**config.mk**
```make
export PLATFORM = sky130hd
export DESIGN_NAME = gccp_pid
export DESIGN_NICKNAME = d
export VERILOG_FILES = /design/src/hdl/gccp_pkg.sv /design/src/hdl/gccp_pid.sv
export SDC_FILE = /design/constraint.sdc
export NUM_CORES = 2
export LEC_CHECK = 0
export BUFFER_PORTS_ARGS = -buffer_cell sky130_fd_sc_hd__buf_2
export CORE_AREA = 2 2 364 366
export CTS_CLUSTER_DIAMETER = 60
export DETAILED_ROUTE_END_ITERATION = 6
export DIE_AREA = 0 0 366 368
export PLACE_DENSITY = 0.66
export SLEW_MARGIN = 0
export SYNTH_ARGS = -nofsm -noshare
export SYNTH_HDL_FRONTEND = slang
export SYNTH_SLANG_ARGS = --single-unit
```
**constraint.sdc**
```tcl
create_clock -name clk -period 9.4 [get_ports clk]
set_clock_uncertainty 0.2 [all_clocks]
set_input_delay 1.88 -clock clk [delete_from_list [all_inputs] [get_ports clk]]
set_output_delay 1.88 -clock clk [all_outputs]
set_load 0.05 [all_outputs]
```
**src/hdl/gccp_pkg.sv**
```systemverilog
// Shared types, widths, register indexes and sine table for the gravity-compensated current PID.
package gccp_pkg;

	localparam int COUNTS_PER_REV = 300;
	localparam int IDX_W          = $clog2(COUNTS_PER_REV + 1);

	localparam int CNT_W   = 16;
	localparam int MEAS_W  = 16;
	localparam int SINE_W  = 16;
	localparam int PROD_W  = 33;
	localparam int ERR_W   = 19;
	localparam int INTEG_W = 24;
	localparam int LAST_W  = 16;
	localparam int DERIV_W = 20;
	localparam int PP_W    = 33;
	localparam int PI_W    = 41;
	localparam int PD_W    = 37;
	localparam int SUM_W   = 42;
	localparam int INC_W   = 31;
	localparam int ACC_W   = 18;
	localparam int DRIVE_W = 9;
	localparam int ANGLE_W = 9;

	localparam int CFG_IDX_W  = 3;
	localparam int CFG_DATA_W = 16;

	// power of two so the pointers wrap by themselves
	localparam int FIFO_DEPTH = 16;
	localparam int PTR_W      = $clog2(FIFO_DEPTH);
	localparam int PEND_W     = $clog2(FIFO_DEPTH + 1);

	typedef enum logic [CFG_IDX_W-1:0] {
		CFG_GAIN_P      = 3'd0,
		CFG_GAIN_I      = 3'd1,
		CFG_GAIN_D      = 3'd2,
		CFG_PEAK        = 3'd3,
		CFG_ERROR_LIMIT = 3'd4,
		CFG_DRIVE_LIMIT = 3'd5,
		CFG_DEAD_ZONE   = 3'd6
	} cfg_index_t;

	typedef struct packed {
		logic                     kind;
		logic                     encoder_b_level;
		logic signed [MEAS_W-1:0] measured_current;
	} in_item_t;

	typedef struct packed {
		logic signed [DRIVE_W-1:0] drive;
		logic [ANGLE_W-1:0]        angle_count;
		logic                      count_fault;
	} out_item_t;

	typedef struct packed {
		logic [15:0] gain_p;
		logic [15:0] gain_i;
		logic [15:0] gain_d;
		logic [15:0] gravity_peak_current;
		logic [14:0] error_limit;
		logic [7:0]  drive_limit;
		logic [7:0]  dead_zone_counts;
	} cfg_t;

	// angle information carried alongside a tick through the pipeline
	typedef struct packed {
		logic [IDX_W-1:0] idx;
		logic             fault;
		logic             dead_zone;
	} tag_t;

	typedef struct packed {
		logic                     valid;
		logic signed [SINE_W-1:0] sine;
		logic signed [MEAS_W-1:0] meas;
		tag_t                     tag;
	} angle_stage_t;

	typedef logic signed [SINE_W-1:0] sine_rom_t [0:COUNTS_PER_REV];

	// Q14 polynomial sine of 2*pi*index/COUNTS_PER_REV
	function automatic logic signed [SINE_W-1:0] sine_entry(int unsigned index);
		longint unsigned phase;
		longint unsigned quad;
		longint unsigned p;
		longint unsigned x;
		longint unsigned x2;
		longint unsigned u;
		longint unsigned w;
		longint unsigned y;
		logic signed [SINE_W-1:0] r;
		phase = ((longint'(index) << 16) / COUNTS_PER_REV) & 64'hFFFF;
		quad  = (phase >> 14) & 64'd3;
		p     = phase & 64'h3FFF;
		x     = ((quad & 64'd1) != 0) ? (64'd16384 - p) : p;
		x2    = (x * x) >> 14;
		u     = 64'd10512 - ((64'd1160 * x2) >> 14);
		w     = 64'd25736 - ((x2 * u) >> 14);
		y     = (x * w) >> 14;
		r     = SINE_W'(y);
		return ((quad & 64'd2) != 0) ? -r : r;
	endfunction

	function automatic sine_rom_t build_sine_rom();
		sine_rom_t t;
		for (int i = 0; i <= COUNTS_PER_REV; i++) begin
			t[i] = sine_entry(i);
		end
		return t;
	endfunction

	localparam sine_rom_t SINE_ROM = build_sine_rom();

endpackage

```
**src/hdl/gccp_pid.sv**
```systemverilog
// Desired current, error terms and incremental PID drive accumulation.
module gccp_pid import gccp_pkg::*; (
	input  logic         clk,
	input  logic         arst_n,
	input  cfg_t         cfg,
	input  angle_stage_t stage,
	output logic         res_valid,
	output out_item_t    res
);

	localparam logic signed [INTEG_W-1:0] INTEG_MAX = {1'b0, {(INTEG_W-1){1'b1}}};
	localparam logic signed [INTEG_W-1:0] INTEG_MIN = {1'b1, {(INTEG_W-1){1'b0}}};

	// pipeline valids
	logic valid_s3, valid_s4, valid_s5, valid_s6, valid_s7, res_valid_q;

	// tick state
	logic signed [INTEG_W-1:0] integ_q;
	logic signed [LAST_W-1:0]  last_q;
	logic signed [ACC_W-1:0]   acc_q;

	logic signed [PROD_W-1:0]  prod_s3;
	logic signed [MEAS_W-1:0]  meas_s3;
	tag_t                      tag_s3;

	logic [PROD_W-1:0]         mag;
	logic [PROD_W-1:0]         mag_rnd;
	logic signed [ERR_W-1:0]   des_mag;
	logic signed [ERR_W-1:0]   desired;
	logic signed [ERR_W-1:0]   err;

	logic signed [ERR_W-1:0]   err_s4;
	tag_t                      tag_s4;

	logic signed [INTEG_W:0]   integ_sum;
	logic signed [INTEG_W-1:0] integ_next;
	logic signed [DERIV_W-1:0] deriv;
	logic signed [ERR_W-1:0]   elim;
	logic signed [ERR_W-1:0]   err_clamped;

	logic signed [LAST_W-1:0]  ec_s5;
	logic signed [INTEG_W-1:0] integ_s5;
	logic signed [DERIV_W-1:0] deriv_s5;
	tag_t                      tag_s5;

	logic signed [PP_W-1:0]    pp_s6;
	logic signed [PI_W-1:0]    pi_s6;
	logic signed [PD_W-1:0]    pd_s6;
	tag_t                      tag_s6;

	logic signed [SUM_W-1:0]   sum;
	logic signed [SUM_W-1:0]   sum_biased;

	logic signed [INC_W-1:0]   inc_s7;
	tag_t                      tag_s7;

	logic signed [INC_W:0]     acc_sum;
	logic signed [INC_W:0]     dlim;
	logic signed [INC_W:0]     acc_clamped;
	logic signed [ACC_W-1:0]   acc_next;
	logic signed [ACC_W-1:0]   acc_biased;

	out_item_t                 res_q;

	always_ff @(posedge clk or negedge arst_n) begin
		if (!arst_n) begin
			valid_s3    <= 1'b0;
			valid_s4    <= 1'b0;
			valid_s5    <= 1'b0;
			valid_s6    <= 1'b0;
			valid_s7    <= 1'b0;
			res_valid_q <= 1'b0;
		end else begin
			valid_s3    <= stage.valid;
			valid_s4    <= valid_s3;
			valid_s5    <= valid_s4;
			valid_s6    <= valid_s5;
			valid_s7    <= valid_s6;
			res_valid_q <= valid_s7;
		end
	end

	// peak current times sine
	always_ff @(posedge clk) begin
		prod_s3 <= $signed({1'b0, cfg.gravity_peak_current}) * stage.sine;
		meas_s3 <= stage.meas;
		tag_s3  <= stage.tag;
	end

	// round magnitude half up, restore sign, subtract measurement
	always_comb begin
		mag     = prod_s3[PROD_W-1] ? PROD_W'(-prod_s3) : PROD_W'(prod_s3);
		mag_rnd = mag + PROD_W'(8192);
		des_mag = $signed(ERR_W'(mag_rnd >> 14));
		desired = prod_s3[PROD_W-1] ? -des_mag : des_mag;
		err     = desired - ERR_W'(meas_s3);
	end

	always_ff @(posedge clk) begin
		err_s4 <= err;
		tag_s4 <= tag_s3;
	end

	// integral and derivative take the unclamped error
	always_comb begin
		integ_sum = (INTEG_W + 1)'(integ_q) + (INTEG_W + 1)'(err_s4);
		if (integ_sum[INTEG_W] != integ_sum[INTEG_W-1]) begin
			integ_next = integ_sum[INTEG_W] ? INTEG_MIN : INTEG_MAX;
		end else begin
			integ_next = integ_sum[INTEG_W-1:0];
		end
		deriv = DERIV_W'(err_s4) - DERIV_W'(last_q);
		elim  = $signed(ERR_W'(cfg.error_limit));
		if (err_s4 > elim) begin
			err_clamped = elim;
		end else if (err_s4 < -elim) begin
			err_clamped = -elim;
		end else begin
			err_clamped = err_s4;
		end
	end

	always_ff @(posedge clk or negedge arst_n) begin
		if (!arst_n) begin
			integ_q <= '0;
			last_q  <= '0;
		end else if (valid_s4) begin
			integ_q <= integ_next;
			last_q  <= LAST_W'(err_clamped);
		end
	end

	always_ff @(posedge clk) begin
		ec_s5    <= LAST_W'(err_clamped);
		integ_s5 <= integ_next;
		deriv_s5 <= deriv;
		tag_s5   <= tag_s4;
	end

	always_ff @(posedge clk) begin
		pp_s6  <= $signed({1'b0, cfg.gain_p}) * ec_s5;
		pi_s6  <= $signed({1'b0, cfg.gain_i}) * integ_s5;
		pd_s6  <= $signed({1'b0, cfg.gain_d}) * deriv_s5;
		tag_s6 <= tag_s5;
	end

	// divide by 2048 toward zero
	always_comb begin
		sum        = SUM_W'(pp_s6) + SUM_W'(pi_s6) + SUM_W'(pd_s6);
		sum_biased = sum + (sum[SUM_W-1] ? SUM_W'(2047) : SUM_W'(0));
	end

	always_ff @(posedge clk) begin
		inc_s7 <= INC_W'(sum_biased >>> 11);
		tag_s7 <= tag_s6;
	end

	// accumulate, clamp, force zero in the dead zone
	always_comb begin
		acc_sum = (INC_W + 1)'(acc_q) + (INC_W + 1)'(inc_s7);
		dlim    = $signed((INC_W + 1)'({cfg.drive_limit, 9'd0}));
		if (acc_sum > dlim) begin
			acc_clamped = dlim;
		end else if (acc_sum < -dlim) begin
			acc_clamped = -dlim;
		end else begin
			acc_clamped = acc_sum;
		end
		acc_next   = tag_s7.dead_zone ? '0 : ACC_W'(acc_clamped);
		acc_biased = acc_next + (acc_next[ACC_W-1] ? ACC_W'(511) : ACC_W'(0));
	end

	always_ff @(posedge clk or negedge arst_n) begin
		if (!arst_n) begin
			acc_q <= '0;
		end else if (valid_s7) begin
			acc_q <= acc_next;
		end
	end

	always_ff @(posedge clk) begin
		res_q.drive       <= DRIVE_W'(acc_biased >>> 9);
		res_q.angle_count <= ANGLE_W'(tag_s7.idx);
		res_q.count_fault <= tag_s7.fault;
	end

	assign res_valid = res_valid_q;
	assign res       = res_q;

endmodule

```
==> metrics <==
status=completed; Hold Path Depth=0; Max Clk Rate=115 MHz; number of global-route vias before repair=50700; slew margin rel.=34.6%; RSZ-0062 raised after global routing=false; IO Port Bufs=152; grt ovf=0; Post-synth EDFFs=0; Initial DRC Count=2888; GPL Wtd Cong=0.925; #FFs+latches synth=408; Worst Reg-to-Reg Cells=29; CTS tree=yes; core area=131000 um^2; post-synthesis async set-or-reset flop share=15.7%; Net Count, Synth=9081; Crit path largest cell delay=0.54 ns; Hold-fix buffers, CTS=0; post-route ant nets=0; # nets final=9124; Yosys cell types=103; CTS root buffer=clkbuf_16; Die ar.=135000 um^2; first-pass GRT wire length=265000 um; postcts setup bufs=0; CP required=9.73 ns; initial antenna violation count=21; share of cells above drive strength 1=5.99%; DR pass1 iterations=6; drc violations=0; setup ws final=0.736 ns; Vias/cell=5.34; Via Count=48000; most frequent cells in the layout=1406 x inv_1, 1132 x fa_1, 881 x nand2_1; H-tree levels=2; Worst Hold Class=reg -> reg; Max-cap violations=0; CTS sink cnt=408; Top Ports=161; Slew Limit Fails=0; Post-DP HPWL=133000 um; post-synthesis cell count=7151; die width=366 um; Synth Flop Type=dfxtp_1; cts repair resizes=0; clock-pin slew on the worst setup and hold paths=0.06 ns; Setup Viol. Count Final=0; Final TNS setup=0 ns; register area share after synthesis=13.0%; critical path arrival=9.00 ns; Hold Violations, Final=0; element type at the critical path start=input port; most common cell after layout, fill and taps aside=inv_1; most numerous cell on the critical path=fa_1; synthesized cell area=65100 um^2; Num CTS Buffers=48; Die Ht=368 um; largest net degree at the start of global routing=69; Max FO, Critical Path=18; CP endpoint kind=flip-flop; FP Rows=133; Fill cells=12200; YS warnings=0; final worst path period need=8.66 ns; Mapped Avg Cell Area=9.10 um^2; GRT Total Usage=24.4%; Tcrit/Tclk final=92.2%; CTS max path bufs=3; P&R area growth vs syn=6.77%; drt wl/cell=17.8 um; slowest cell on the critical path=fa_1; Clock Latency Late Sink=0.62 ns; final wirelength=160000 um; initial core utilization=49.8%; Setup CP Type=in -> reg; pre-CTS setup slack=0.205 ns; Worst-Margin Slew=0.980 ns
## area by class of cell
class                      instances  area, um^2  area share [%]
clock inverter                    33         450           0.648
multi-input combinational       5100       50500            72.6
antenna                            3        7.51          0.0108
inverter                        1407        5280            7.60
timing repair buffer             229        1340            1.93
clock buffer                      57        1300            1.87
tap                             1755        2200            3.16
sequential                       408        8490            12.2
## cells by family after synthesis
| family | after synthesis | share of synthesized area (%) |
|---|---|---|
| AOI/OAI and AO/OA | 849 | 8.72 |
| xor gates and xnor gates | 328 | 4.42 |
| adders and majority gates | 1791 | 47.5 |
| DFF | 408 | 13.0 |
| buffers and inverters | 1643 | 9.49 |
| muxes | 73 | 1.24 |
| and+or+nand+nor | 2059 | 15.6 |
## Yosys cell counts (69+ instances only)
cell | instances | area [um^2]
xor2_1 | 103 | 902
nor3_1 | 69 | 345
fa_1 | 1132 | 22700
clkbuf_1 | 228 | 856
o21ai_0 | 173 | 866
and2_1 | 524 | 3280
ha_1 | 657 | 8220
inv_1 | 1406 | 5280
a21o_1 | 96 | 721
nor2_1 | 212 | 796
a21oi_1 | 231 | 1160
nand2_1 | 881 | 3310
dfxtp_1 | 344 | 6890
xnor2_1 | 224 | 1960
## critical path, delay by kind of cell
kind            cells  cell delay (ns)
buf+inv             6             0.82
simple gates        2             0.38
fa+ha+maj           7             3.20
xor+xnor            1             0.13
compound gates     11             2.57
## sequential cells by signal (all words and copies together) (netlist names), 16 cells and up
register,cells
deriv_s5,20
meas_s3,16
res,19
integ_q,24
pi_s6,41
integ_s5,24
prod_s3,33
last_q,16
pp_s6,33
acc_q,18
pd_s6,37
inc_s7,31
err_s4,19
ec_s5,16
## path summary, 6_finish.rpt
check | slack (ns) | from | endpoint
worst min register to register | 0.12 | tag_s5[7] | tag_s6[7]
worst min-delay path | 0.12 | tag_s5[7] | tag_s6[7]
min in group asynchronous | 0.96 | arst_n | acc_q[0]
max in group asynchronous | 7.05 | arst_n | valid_s4
worst max-delay path | 0.74 | cfg[66] | pi_s6[39]
worst max register to register | 1.36 | acc_q[1] | res[12]
## metal layers
| layer | global-route usage (%) | share of wire, % | routed length [um] | up-vias |
|---|---|---|---|---|
| met1 | 32.2 | 43 | 68800 | 24100 |
| met3 | 3.08 | 5.3 | 8530 | 260 |
| li1 | - | - | - | 22400 |
| met4 | 6.58 | 2.9 | 4580 | 24 |
| met2 | 42.3 | 49 | 78000 | 1183 |
| met5 | 0 | 0.084 | 135 | - |
## per-stage QoR
stage          hold WS, ns  instance area, um^2  std cells  utilization (%)
2_1_floorplan        0.110                65100       7151                -
3_3_place_gp         0.110                67800       8899             51.8
3_5_place_dp         0.112                67800       8899             51.8
4_1_cts              0.125                69500       8989             53.1
5_1_grt              0.130                69500       8990             53.1
6_report             0.123                69500       8992             53.1
Power is left out: the tool's default activity adds up to more than one toggle a clock period on the data nets, which glitch-free logic cannot reach.
