==> src/hdl/gccp_pkg.sv <==
// Shared types, widths, register indexes and sine table for the gravity-compensated current PID.
package gccp_pkg;

	localparam int COUNTS_PER_REV = 300;
	localparam int IDX_W          = $clog2(COUNTS_PER_REV + 1);

	localparam int CNT_W   = 16;
	localparam int MEAS_W  = 16;
	localparam int SINE_W  = 16;
	localparam int PROD_W  = 33;
	localparam int ERR_W   = 19;
	localparam int INTEG_W = 24;
	localparam int LAST_W  = 16;
	localparam int DERIV_W = 20;
	localparam int PP_W    = 33;
	localparam int PI_W    = 41;
	localparam int PD_W    = 37;
	localparam int SUM_W   = 42;
	localparam int INC_W   = 31;
	localparam int ACC_W   = 18;
	localparam int DRIVE_W = 9;
	localparam int ANGLE_W = 9;

	localparam int CFG_IDX_W  = 3;
	localparam int CFG_DATA_W = 16;

	// power of two so the pointers wrap by themselves
	localparam int FIFO_DEPTH = 16;
	localparam int PTR_W      = $clog2(FIFO_DEPTH);
	localparam int PEND_W     = $clog2(FIFO_DEPTH + 1);

	typedef enum logic [CFG_IDX_W-1:0] {
		CFG_GAIN_P      = 3'd0,
		CFG_GAIN_I      = 3'd1,
		CFG_GAIN_D      = 3'd2,
		CFG_PEAK        = 3'd3,
		CFG_ERROR_LIMIT = 3'd4,
		CFG_DRIVE_LIMIT = 3'd5,
		CFG_DEAD_ZONE   = 3'd6
	} cfg_index_t;

	typedef struct packed {
		logic                     kind;
		logic                     encoder_b_level;
		logic signed [MEAS_W-1:0] measured_current;
	} in_item_t;

	typedef struct packed {
		logic signed [DRIVE_W-1:0] drive;
		logic [ANGLE_W-1:0]        angle_count;
		logic                      count_fault;
	} out_item_t;

	typedef struct packed {
		logic [15:0] gain_p;
		logic [15:0] gain_i;
		logic [15:0] gain_d;
		logic [15:0] gravity_peak_current;
		logic [14:0] error_limit;
		logic [7:0]  drive_limit;
		logic [7:0]  dead_zone_counts;
	} cfg_t;

	// angle information carried alongside a tick through the pipeline
	typedef struct packed {
		logic [IDX_W-1:0] idx;
		logic             fault;
		logic             dead_zone;
	} tag_t;

	typedef struct packed {
		logic                     valid;
		logic signed [SINE_W-1:0] sine;
		logic signed [MEAS_W-1:0] meas;
		tag_t                     tag;
	} angle_stage_t;

	typedef logic signed [SINE_W-1:0] sine_rom_t [0:COUNTS_PER_REV];

	// Q14 polynomial sine of 2*pi*index/COUNTS_PER_REV
	function automatic logic signed [SINE_W-1:0] sine_entry(int unsigned index);
		longint unsigned phase;
		longint unsigned quad;
		longint unsigned p;
		longint unsigned x;
		longint unsigned x2;
		longint unsigned u;
		longint unsigned w;
		longint unsigned y;
		logic signed [SINE_W-1:0] r;
		phase = ((longint'(index) << 16) / COUNTS_PER_REV) & 64'hFFFF;
		quad  = (phase >> 14) & 64'd3;
		p     = phase & 64'h3FFF;
		x     = ((quad & 64'd1) != 0) ? (64'd16384 - p) : p;
		x2    = (x * x) >> 14;
		u     = 64'd10512 - ((64'd1160 * x2) >> 14);
		w     = 64'd25736 - ((x2 * u) >> 14);
		y     = (x * w) >> 14;
		r     = SINE_W'(y);
		return ((quad & 64'd2) != 0) ? -r : r;
	endfunction

	function automatic sine_rom_t build_sine_rom();
		sine_rom_t t;
		for (int i = 0; i <= COUNTS_PER_REV; i++) begin
			t[i] = sine_entry(i);
		end
		return t;
	endfunction

	localparam sine_rom_t SINE_ROM = build_sine_rom();

endpackage

==> src/hdl/gccp_result_fifo.sv <==
// Result queue between the PID pipeline and the output channel.
module gccp_result_fifo import gccp_pkg::*; (
	input  logic      clk,
	input  logic      arst_n,
	input  logic      push,
	input  out_item_t push_data,
	output logic      out_valid,
	input  logic      out_stall,
	output out_item_t out_data
);

	out_item_t         entries [FIFO_DEPTH];
	logic [PTR_W-1:0]  wr_q;
	logic [PTR_W-1:0]  rd_q;
	logic [PEND_W-1:0] count_q;
	logic              pop;

	assign out_valid = (count_q != '0);
	assign out_data  = entries[rd_q];
	assign pop       = out_valid & ~out_stall;

	// upstream credit count keeps push away from a full queue
	always_ff @(posedge clk or negedge arst_n) begin
		if (!arst_n) begin
			wr_q    <= '0;
			rd_q    <= '0;
			count_q <= '0;
		end else begin
			if (push) begin
				wr_q <= wr_q + 1'b1;
			end
			if (pop) begin
				rd_q <= rd_q + 1'b1;
			end
			if (push && !pop) begin
				count_q <= count_q + 1'b1;
			end else if (pop && !push) begin
				count_q <= count_q - 1'b1;
			end
		end
	end

	always_ff @(posedge clk) begin
		if (push) begin
			entries[wr_q] <= push_data;
		end
	end

endmodule

==> config.mk <==
export PLATFORM = sky130hd
export DESIGN_NAME = gccp_result_fifo
export DESIGN_NICKNAME = d
export VERILOG_FILES = /design/src/hdl/gccp_pkg.sv /design/src/hdl/gccp_result_fifo.sv
export SDC_FILE = /design/constraint.sdc
export NUM_CORES = 1
export LEC_CHECK = 0
export ABC_AREA = 1
export BUFFER_PORTS_ARGS = -buffer_cell sky130_fd_sc_hd__buf_2
export CORE_MARGIN = 2
export CORE_UTILIZATION = 35
export DETAILED_ROUTE_END_ITERATION = 10
export PLACE_DENSITY = 0.58
export SETUP_SLACK_MARGIN = 0.1
export SLEW_MARGIN = 25
export SYNTH_ARGS = -nofsm -noshare
export SYNTH_HDL_FRONTEND = slang
export SYNTH_SLANG_ARGS = --single-unit
==> constraint.sdc <==
create_clock -name clk -period 2 [get_ports clk]
set_input_delay 0.3 -clock clk [delete_from_list [all_inputs] [get_ports clk]]
set_output_delay 0.3 -clock clk [all_outputs]
set_load 0.01 [all_outputs]
==> results of run 1 <==
## cells by family after synthesis
family	after synthesis	share of synthesized area
buffers and inverters	192	0.0606
xor gates and xnor gates	6	0.00387
AOI/OAI and AO/OA	5	0.00193
DFF	317	0.696
and+or+nand+nor	767	0.228
adders and majority gates	10	0.00976
## where the power goes
part / internal [mW] / switching, mW / total, mW / leakage [nW]
Combinational: 4.08 / 6.48 / 10.6 / 3.48
Clock: 3.37 / 2.47 / 5.84 / 0.494
Sequential: 8.04 / 0.267 / 8.31 / 2.90
Total: 15.5 / 9.22 / 24.7 / 6.88
## worst max path at each step
stage | end | slack [ns] | cells after the start
3_3_place_gp | out_data[6] | 0.16 | 9
6_report | out_data[17] | -0.36 | 10
5_1_grt | out_data[17] | -0.45 | 10
4_1_cts | out_data[7] | -0.37 | 9
2_1_floorplan | entries[12][0] | 0.04 | 4
3_5_place_dp | out_data[17] | 0.15 | 9
## repair_timing
| action | CTS | global route |
|---|---|---|
| setup endpoints to repair | 19 | 22 |
| setup buffers | 3 | 4 |
| hold buffers | 1 | 0 |
| pin swaps | 0 | 24 |
| resized for setup | 12 | 72 |
| gates cloned | 5 | 20 |
| endpoints found under the hold margin | 13 | 0 |
## area by class of cell
cell class	instances	area, um2	share of cell area
multi-input combinational	788	3540	0.212
tap	518	648	0.0387
antenna	1	2.50	0.000150
timing repair inverter	2	27.5	0.00165
clock buffer	45	923	0.0552
inverter	133	517	0.0309
clock inverter	11	95.1	0.00568
sequential	317	9460	0.565
timing repair buffer	129	1510	0.0904
## state kept, by name, summed over array words and instances, names as in the netlist
name / count
rd_q: 4
count_q: 5
entries: 304
wr_q: 4
## worst min-delay path, delay by kind of cell
| kind | cells | cell delay [ns] |
|---|---|---|
| buffers and inverters | 1 | 0.18 |
| AND/OR/NAND/NOR | 1 | 0.07 |
| AO/OA/AOI/OAI | 1 | 0.07 |
## placed cells by master, fill, tap and decap left out, drive strengths merged
cell	n
buf	115
bufinv	1
clkbuf	58
clkinv	12
dfrtp	13
diode	1
dlygate4sd3	1
edfxtp	304
fa	1
ha	9
inv	133
nand2	509
nand3	122
nand4	3
nor2	133
o21ai	4
o22ai	1
xnor2	2
xor2	4
## stage by stage
stage,util,TNS (ns),setup WS [ns],power [mW]
after floorplan,-,0,0.0414,13.3
after global placement,0.384,0,0.158,16.2
after detailed placement,0.384,0,0.148,16.3
after CTS,0.417,-6.68,-0.374,22.9
after global routing,0.435,-7.63,-0.447,26.0
final,0.435,-5.85,-0.357,24.7
## metal layers
metal  GRT usage  vias to the layer above  share of wire
met5           0                        -        0.00041
met4      0.0590                        2          0.033
met3      0.0279                       93          0.069
met2       0.278                      379           0.44
met1       0.250                     4565           0.45
li1            -                     4429              -
==> impl_metrics.csv, run 1 <==
group,metric,value,unit
drt,dr.pass1.iters,5,
cts,numCtsBuffers,34,
placed_design,gp_congestion,0.772,
synth,synthCells,1297,
timing,worst_pin_slew,0.350,ns
cts,cts_max_level,2,
pwr,power.leakage,6.88,nW
cells_and_area,drive_above_1_share,0.185,
cells_and_area,nFillCells,3604,
critical_path,cp_common_cell,"nand2_1",
cts,cts-root-buf,"clkbuf_16",
critical_path,worstPathRequired,1.70,ns
synth,synth_area,13600,um2
cells_and_area,fin_nets,1438,
drt,postRouteAntennaNets,0,
synth,syn_avg_cell_area,10.5,um2
cells_and_area,final_cells,1944,
critical_path,cp_num_buf_inv,4,
min_path,min_from,"push",
cells_and_area,syn2layout_area_growth,23.2,%
global_route,track_usage,0.177,
drt,vias_per_cell,4.87,
synth,async_flop_share,0.0410,
cts,cts_buffer_depth,3,
critical_path,cp_data_arrival_time,2.06,ns
timing,rsz0062_at_grt,"true",
drt,drt_wl_total,38600,um
placed_design,placed_area,14800,um2
synth,synth_cell_types,24,
critical_path,rr_worst_depth,13,
timing,finalSetupViolCount,19,
timing,final_hold_viol_count,0,
synth,seq_area_frac_synth,0.696,
min_path,holdPathStages,3,
critical_path,cp_top_family,"buffers and inverters",
cells_and_area,fin_area,16700,um2
critical_path,r2r-end,"count_q[4]",
timing,fmax,424,MHz
min_path,min_to,"wr_q[1]",
critical_path,crit_type,"register to primary output",
floorplanning,rows,72,
synth,synthTopCellsByCount,"nand2_1 (508), edfxtp_1 (304), nor2_1 (132), inv_1 (130), nand3_1 (112)",
job,max_cap_violations,0,
floorplanning,start_util,0.353,
synth,ys_seq_elements,317,
critical_path,cp_slowest_cell,"dfrtp_4",
floorplanning,die_x,201,um
placed_design,io_buffers,42,
drt,drt-initial-drc-count,875,
synth,synth-edff-count,304,
global_route,grt_first_pass_wirelength,53400,um
drt,drc_errors,0,
critical_path,crit_chain,"buf_12 -> buf_12 -> clkbuf_16 -> nand2_1 -> nand2_1 -> nand2_1 -> nand3_2 -> nand2_2 -> nand2_2 -> buf_6",
timing,holdWs,0.150,ns
synth,synth_nets,1330,
critical_path,critPathMaxStageDelay,0.50,ns
timing,timing.final.ws_setup,-0.357,ns
floorplanning,die_area,40400,um2
synth,ys_warn_count,0,
critical_path,startpoint,"rd_q[0]",
timing,post-route-period-util,1.18,
drt,via_count,9468,
synth,synth_top_area_share,0.672,
timing,slew_viol_final,0,
global_route,grt_pass1_vias,8714,
run_status,outcome,"finished with violations",
cts,clk_pin_slew,0.06,ns
cts,clock_latency,0.52,ns
floorplanning,io_pins,43,
critical_path,crit_path_end_kind,"primary output",
global_route,overflow,0,
critical_path,r2r_slack,0.14,ns
critical_path,worstPathMaxFanout,7,
timing,finClkSkew,0.0203,ns
cts,cts_tree,"built",
cts,numClockSinks,317,
timing,finalCriticalPeriod,2.36,ns
global_route,antenna_found_initial,5,
drt,wl_per_cell,19.9,um
pwr,peakVddDrop,0.722,mV
synth,synth.area.top_cells,"edfxtp_1 (67%), nand2_1 (14%), nand3_1 (4.1%)",
critical_path,cp-start-kind,"register",
critical_path,r2r_start,"count_q[1]",
synth,yosysMostFrequentCell,"nand2_1",
floorplanning,die_y,201,um
min_path,hold_path.class,"input pin to register",
run_status,violations,"setup timing",
global_route,grt_start_max_net_pins,68,
synth,synth_top_cell_by_area,"edfxtp_1",
placed_design,dp_hpwl,19700,um
synth,synth_flop_cell,"edfxtp_1",
floorplanning,core,38500,um2
placed_design,place_inst,1854,
timing,slew_headroom,0.767,
pwr,cellPowerDensity,1480,nW/um2
Power figures use the tool's default switching activity.
==> run 2, diff against run 1 <==
--- a/config.mk
+++ b/config.mk
@@ -10,7 +10,8 @@
 export CORE_MARGIN = 2
 export CORE_UTILIZATION = 35
 export DETAILED_ROUTE_END_ITERATION = 10
-export PLACE_DENSITY = 0.58
+export MAX_ROUTING_LAYER = met4
+export PLACE_DENSITY = 0.56
 export SETUP_SLACK_MARGIN = 0.1
 export SLEW_MARGIN = 25
 export SYNTH_ARGS = -nofsm -noshare
==> constraint.sdc (replaced) <==
create_clock -name clk -period 2.8 [get_ports clk]
set_input_delay 0.42 -clock clk [delete_from_list [all_inputs] [get_ports clk]]
set_output_delay 0.42 -clock clk [all_outputs]
set_load 0.01 [all_outputs]
==> impl_metrics.csv, run 2 (same netlist as run 1, synthesis figures left out) <==
group,metric,value,unit
cells_and_area,largest_register_ffs,304,
global_route,grt_pass1_vias,8366,
drt,via_count,8872,
global_route,antenna_found_initial,2,
cells_and_area,final_cell_mix,"nand2_1 (507), edfxtp_1 (304), inv_1 (129)",
critical_path,cp_top_family,"buffers and inverters",
critical_path,cp_data_arrival_time,2.21,ns
pwr,intPower,9.91,mW
cts,cts_tree,"built",
critical_path,crit_chain,"inv_2 -> buf_4 -> nand3_1 -> nand2_1 -> nand2_1 -> buf_2",
timing,slew_headroom,0.586,
cts,numClockSinks,317,
pwr,power.leakage,6.44,nW
drt,drt-initial-drc-count,789,
floorplanning,rows,72,
timing,finalCriticalPeriod,2.63,ns
floorplanning,start_util,0.353,
critical_path,worstPathMaxFanout,38,
critical_path,cp_slowest_cell,"buf_4",
critical_path,worstPathRequired,2.38,ns
cts,cts-root-buf,"clkbuf_16",
timing,rsz0062_at_grt,"false",
cells_and_area,fin_area,15700,um2
cells_and_area,finish.utilization,0.409,
floorplanning,die_area,40400,um2
floorplanning,die_x,201,um
pwr,p_clk_frac,0.264,
cells_and_area,largest-register,"entries",
pwr,seq_power_share,0.377,
drt,drc_errors,0,
critical_path,critPathMaxStageDelay,0.50,ns
pwr,comb_power_share,0.359,
timing,slew_viol_final,0,
cts,cts_buffer_depth,3,
cts,numCtsBuffers,35,
global_route,overflow,0,
floorplanning,core,38500,um2
cells_and_area,fin_nets,1391,
global_route,grt_first_pass_wirelength,51000,um
timing,finalSetupTns,0,ns
floorplanning,io_pins,43,
drt,dr.pass1.iters,4,
job,max_cap_violations,0,
cts,cts_max_level,2,
critical_path,cp_num_buf_inv,3,
critical_path,cp-start-kind,"register",
pwr,peakVddDrop,0.510,mV
cells_and_area,syn2layout_area_growth,15.8,%
critical_path,crit_type,"register to primary output",
drt,postRouteAntennaNets,0,
timing,post-route-period-util,0.938,
timing,worst_pin_slew,0.621,ns
min_path,hold_path.class,"input pin to register",
floorplanning,die_y,201,um
placed_design,io_buffers,42,
pwr,cellPowerDensity,1010,nW/um2
pwr,switchingPower,5.92,mW
global_route,grt_start_max_net_pins,97,
critical_path,cp_common_cell,"nand2_1",
timing,finClkSkew,0.0130,ns
critical_path,crit_path_end_kind,"primary output",
placed_design,dp_hpwl,18300,um
drt,vias_per_cell,4.66,
timing,fmax,381,MHz
drt,drt_wl_total,33900,um
global_route,track_usage,0.171,
cells_and_area,layout_commonest_cell,"nand2_1",
placed_design,gp_congestion,0.760,
run_status,outcome,"finished clean",
drt,wl_per_cell,17.8,um
pwr,p_sw_frac,0.374,
timing,final_hold_viol_count,0,
timing,finalSetupViolCount,0,
cts,clk_pin_slew,0.05,ns
cts,clock_latency,0.52,ns
cells_and_area,drive_above_1_share,0.117,
placed_design,placed_area,14500,um2
cells_and_area,top_regs,"entries: 304 flops, count_q: 5 flops",
run 2: cell types whose count changed in the layout (fill, tap and decap cells not counted), moves of 11 or more:
cell / change
nand3_1: +11
nand3_2: -11
nand2_2: -23
nand2_1: +23
buf_4: -17
nor2_2: -20
buf_6: -14
nor2_1: +20
run 2: layer usage:
metal | GRT usage | routed length, um
met4 | 0.0362 | 556
met2 | 0.266 | 15600
met1 | 0.240 | 16100
met3 | 0.0231 | 1690
met5 | - | 0
run 2: final cells by class:
cell class,instances,area (um2)
fillers,3686,22700
clock buffers,43,927
inverters,133,518
repair buffers,83,719
clock inverters,19,101
flip-flops and latches,317,9460
well taps,518,648
diodes,2,5.00
multi-input cells,788,3350
run 2: worst reg2reg max path: stages, from the launching register on:
cell     delay, ns
dfrtp_1       0.42
nor2_1        0.12
nand4_1       0.19
nand2_1       0.26
ha_1          0.21
inv_1         0.11
fa_1          0.40
nand2_1       0.11
nand3_1       0.09
nand3_1       0.08
nand2_1       0.05
nand2_1       0.05
nand2_1       0.05
run 2: path summary, 6_finish.rpt:
check	to	from	slack [ns]	depth (start not counted)
setup / recovery	out_data[14]	rd_q[2]	0.17	6
hold / removal	wr_q[0]	push	0.20	2
setup reg to reg	count_q[4]	count_q[1]	0.55	12
hold reg to reg	count_q[4]	count_q[4]	0.50	2
max in group asynchronous	rd_q[1]	arst_n	2.16	2
min in group asynchronous	rd_q[0]	arst_n	0.34	2
run 2: metrics by stage:
stage / setup slack, ns / power [mW] / hold slack, ns / instances
floorplan: 0.740 / 9.52 / 0.124 / 1297
global route: 0.105 / 16.8 / 0.217 / 1902
detailed placement: 0.494 / 11.4 / 0.346 / 1831
finish: 0.173 / 15.8 / 0.196 / 1903
global placement: 0.462 / 11.4 / 0.339 / 1831
CTS: 0.141 / 15.8 / 0.199 / 1897
run 2: power groups by stage:
stage	clock (mW)	sequential, mW	combinational [mW]
after CTS	4.25	5.98	5.55
after floorplan	0	5.98	3.54
after global placement	0	6.04	5.35
after detailed placement	0	6.05	5.36
final	4.18	5.97	5.68
after global routing	4.46	6.02	6.30
run 2: timing repair:
| action | 4_1_cts | 5_1_grt |
|---|---|---|
| hold buffers | 1 | 0 |
| gates resized for setup | 5 | 6 |
| cloned | 1 | 2 |
| hold endpoints to repair | 13 | 0 |
| pin swaps | 1 | 0 |
| setup buffers | 2 | 2 |
| setup endpoints to repair | 19 | 15 |
